### src/sv/cdll_pkg.sv
// Package with shared constants, types and command codes of the linked list engine.
`default_nettype none
package cdll_pkg;
   localparam int unsigned PoolDepth = 16;
   localparam int unsigned IdxW      = $clog2(PoolDepth);
   localparam int unsigned CntW      = $clog2(PoolDepth + 1);

   typedef logic [IdxW-1:0] idx_type;
   typedef logic [CntW-1:0] cnt_type;

   typedef enum logic [3:0] {
      CMD_INS_FRONT  = 4'd0,
      CMD_INS_BACK   = 4'd1,
      CMD_INS_BEFORE = 4'd2,
      CMD_INS_AFTER  = 4'd3,
      CMD_DEL_FRONT  = 4'd4,
      CMD_DEL_BACK   = 4'd5,
      CMD_DEL_KEY    = 4'd6,
      CMD_COUNT      = 4'd7,
      CMD_LIST       = 4'd8,
      CMD_LIST_REV   = 4'd9
   } cmd_type;

   typedef enum logic [1:0] {
      ST_OK        = 2'd0,
      ST_EMPTY     = 2'd1,
      ST_NOT_FOUND = 2'd2,
      ST_FULL      = 2'd3
   } status_type;

   // Word that walks down the chain of search cells.
   typedef struct packed {
      logic        valid;
      logic [31:0] key;
      idx_type     node;
      cnt_type     steps;
   } probe_type;
endpackage
`default_nettype wire

### src/sv/cdll_cell.sv
// One search cell: compares the probe against one visited node and hands it on.
`default_nettype none
module cdll_cell (
   input  wire logic               clock,
   input  wire logic               reset,
   input  wire cdll_pkg::probe_type probe_in,
   input  wire logic [31:0]        node_value,
   input  wire cdll_pkg::idx_type  node_next,
   input  wire cdll_pkg::cnt_type  list_size,
   output cdll_pkg::probe_type     probe_out,
   output logic                    hit,
   output logic                    miss
);
   cdll_pkg::probe_type probe_ff;
   cdll_pkg::probe_type probe_in_w;

   // A match or the last node ends the walk; otherwise the probe moves to the next node.
   always_comb begin
      hit        = probe_in.valid && (node_value == probe_in.key);
      miss       = probe_in.valid && !hit &&
                   (probe_in.steps + cdll_pkg::cnt_type'(1) >= list_size);
      probe_in_w       = probe_in;
      probe_in_w.valid = probe_in.valid && !hit && !miss;
      probe_in_w.node  = node_next;
      probe_in_w.steps = probe_in.steps + cdll_pkg::cnt_type'(1);
   end

   always_ff @(posedge clock) begin
      if (reset) begin
         probe_ff.valid <= 1'b0;
      end else begin
         probe_ff.valid <= probe_in_w.valid;
      end
      probe_ff.key   <= probe_in_w.key;
      probe_ff.node  <= probe_in_w.node;
      probe_ff.steps <= probe_in_w.steps;
   end

   assign probe_out = probe_ff;
endmodule
`default_nettype wire

### config.mk
export PLATFORM = sky130hd
export DESIGN_NAME = cdll_cell
export DESIGN_NICKNAME = d
export VERILOG_FILES = /design/src/sv/cdll_pkg.sv /design/src/sv/cdll_cell.sv
export SDC_FILE = /design/constraint.sdc
export NUM_CORES = 1
export LEC_CHECK = 0
export ABC_AREA = 1
export ABC_CLOCK_PERIOD_IN_PS = 3300
export BUFFER_PORTS_ARGS = -buffer_cell sky130_fd_sc_hd__buf_4
export CAP_MARGIN = 40
export CORE_MARGIN = 2
export CORE_UTILIZATION = 25
export CTS_CLUSTER_SIZE = 12
export DETAILED_ROUTE_END_ITERATION = 8
export PLACE_DENSITY = 0.65
export REMOVE_ABC_BUFFERS = 1
export SYNTH_ARGS = -nofsm -noshare
export SYNTH_HDL_FRONTEND = slang
export SYNTH_SLANG_ARGS = --single-unit
### constraint.sdc
create_clock -name clock -period 3.3 [get_ports clock]
set_input_delay 0.99 -clock clock [delete_from_list [all_inputs] [get_ports clock]]
set_output_delay 0.99 -clock clock [all_outputs]
set_load 0.005 [all_outputs]
==> results.py <==
metrics = {
    "worst_setup_path": {
        "crit_fanout": 2,
        "critical_path.endpoint": "miss",
        "cp.required_ns": 2.31,
        "startpoint": "probe_in[1]",
        "start_kind": "input port",
        "cp-end-kind": "output port",
        "crit_type": "input port to output port",
        "arrival_ns": 2.37,
    },
    "drt": {
        "finalWirelength_um": 4160,
        "wl_per_cell_um": 10.7,
        "via_per_inst": 3.86,
        "vias": 1507,
        "first_pass_iters": 4,
        "drc": 0,
        "drt_iter0_markers": 21,
        "ant_nets": 0,
    },
    "clocking": {
        "clock-sinks": 42,
        "cts_root_buf": "clkbuf_8",
        "htree_levels": 2,
        "clkTransAtPathRegs_ns": 0.09,
        "clockBufferDepth": 2,
        "cts_made_buffers": 5,
        "cts_tree": "yes",
    },
    "finish": {
        "multi_input_area_um2": 639,
        "seq_area_um2": 841,
        "final_nets": 405,
        "fillCellCount": 598,
        "num_antenna_cells": 0,
        "syn_to_final_growth_pct": 85.2,
        "largest_reg_flops": 42,
        "layout-drive-gt1-share_pct": 47.0,
    },
    "sta": {
        "rsz0062_at_grt": "true",
        "setup_viol": 1,
        "fmax_ghz": 0.298,
        "worst_pin_slew_ns": 0.174,
        "min_period_ns": 3.36,
        "fin_crit_sh_pct": 102,
        "timing_hold_violations_final": 0,
        "holdWs_ns": 0.792,
        "relSlewSlack_pct": 88.3,
        "tns_ns": -0.0589,
        "drv_slew": 0,
        "layout_setup_ws_ns": -0.0589,
    },
    "placed_design": {
        "routabilityCongestion": 0.722,
        "numPortBuffers": 124,
        "dp_hpwl_um": 3330,
        "dpl_worst_slack_ns": -0.194,
    },
    "run_status": {
        "outcome": "complete, but fails checks",
        "violations": "negative setup slack",
    },
    "global_route": {
        "antenna_found_initial": 0,
        "grt_max_degree": 14,
        "grt_pass1_vias": 1395,
        "grt_pass1_wl_um": 6040,
        "grt.total_usage_pct": 12.0,
        "grt_remaining_overflow": 0,
    },
    "floorplan": {
        "core_um2": 5920,
        "fp-row-count": 28,
        "start_util_pct": 25.8,
        "die_w_um": 82.1,
        "die_h_um": 82.1,
        "io_pins": 129,
        "die_area_um2": 6740,
    },
    "synth": {
        "netlist-cell-type-count": 11,
        "seq_area_frac_synth_pct": 55.1,
        "ys_ff_latch": 42,
        "syn_area_um2": 1530,
        "yosysWarnings": 0,
        "synth.avg_cell_area_um2": 8.77,
        "synth_cells": 174,
    },
    "power_and_ir_drop": {
        "powerDensity_nw_per_um2": 458,
        "p_leak_nw": 1.48,
        "finalPower_mw": 1.29,
        "ir_drop_mv": 0.252,
    },
    "run": {
        "cap_violations": 0,
    },
    "hold_path": {
        "hold_path_class": "input port to flip-flop",
    },
}
routing by layer:
metal  share of wire (%)  vias to the layer above  track usage (%)
met4                 2.4                        0             7.50
met5                   0                        -                0
met3                  12                       10             4.13
li1                    -                      787                -
met2                  51                       79             20.7
met1                  34                      631             12.3
worst max-delay path: stages:
cell,delay [ns]
buf_8,0.08
ha_4,0.16
nand3_4,0.08
xnor2_2,0.14
ha_1,0.31
nand2_2,0.08
nor2_1,0.04
o21ai_1,0.07
nand2_1,0.08
nor3_2,0.14
nor2_1,0.07
buf_4,0.13
layout by cell type, fill, tap and decap left out:
master     netlist  layout
buf_4            0     131
ha_1             6       5
nand3_4          0       1
xnor2_2          0       1
nand3_2          0       1
nand2_1         54      53
xnor2_1         25      24
nor2_1          15      15
buf_8            0       1
nand2_2          0       1
nor3_2           0       1
o21ai_1          0       1
ha_4             0       1
a21oi_1          1       1
inv_1           26      26
xor2_2           0       1
clkbuf_8         0       6
buf_6            0       1
bufinv_16        0       2
dfxtp_1         42      42
report_power, final:
group | internal [mW] | total [mW] | switching [mW]
combinational | 0.159 | 0.246 | 0.0866
clock | 0.323 | 0.503 | 0.180
sequential | 0.536 | 0.544 | 0.00764
worst min-delay path by stage:
| stage | startpoint | to | slack [ns] | depth (start not counted) |
|---|---|---|---|---|
| final | node_next[0] | probe_out[5] | 0.79 | 1 |
| after global routing | node_next[0] | probe_out[5] | 0.77 | 1 |
| after CTS | node_next[2] | probe_out[7] | 0.79 | 1 |
| after detailed placement | node_next[2] | probe_out[7] | 1.10 | 1 |
| after global placement | node_next[1] | probe_out[6] | 1.10 | 1 |
| after floorplan | probe_in[10] | probe_out[10] | 1.02 | 0 |
through the flow:
stage | cell area (um2) | util (%) | cells
finish | 2820 | 47.7 | 390
global route | 2820 | 47.7 | 390
CTS | 2810 | 47.4 | 389
detailed placement | 2560 | 43.2 | 374
global placement | 2560 | 43.2 | 374
floorplan | 1530 | - | 174
cell type report:
cell class              instances  share of cell area, %
clock inverters                 2                   2.13
inverters                      26                   3.46
flip-flops and latches         42                   29.8
clock buffers                   6                   2.92
repair buffers                133                   35.8
multi-input cells             106                   22.6
well taps                      75                   3.32
cell usage after synthesis:
cell type | number | area [um2]
nand3_1 | 2 | 10.0
inv_1 | 26 | 97.6
xor2_1 | 1 | 8.76
ha_1 | 6 | 75.1
nand2_1 | 54 | 203
a21oi_1 | 1 | 5.00
nor3_1 | 1 | 5.00
xnor2_1 | 25 | 219
o21ai_0 | 1 | 5.00
dfxtp_1 | 42 | 841
nor2_1 | 15 | 56.3
kinds of logic (layout without fill, tap and decap cells):
kind of cell,count (synthesis),in the layout,synth area share (%)
buf+inv,26,167,6.40
simple gates,72,72,18.0
compound gates,2,2,0.656
fa+ha+maj,6,6,4.92
flops,42,42,55.1
xor+xnor,26,26,14.9
what timing repair did:
| action | 4_1_cts | 5_1_grt |
|---|---|---|
| gates cloned | 0 | 0 |
| buffers inserted | 7 | 1 |
| endpoints found under the setup margin | 1 | 1 |
| hold buffers | 0 | 0 |
| pin swaps | 11 | 3 |
| gates resized for setup | 11 | 2 |
(Power assumes the default switching activity.)
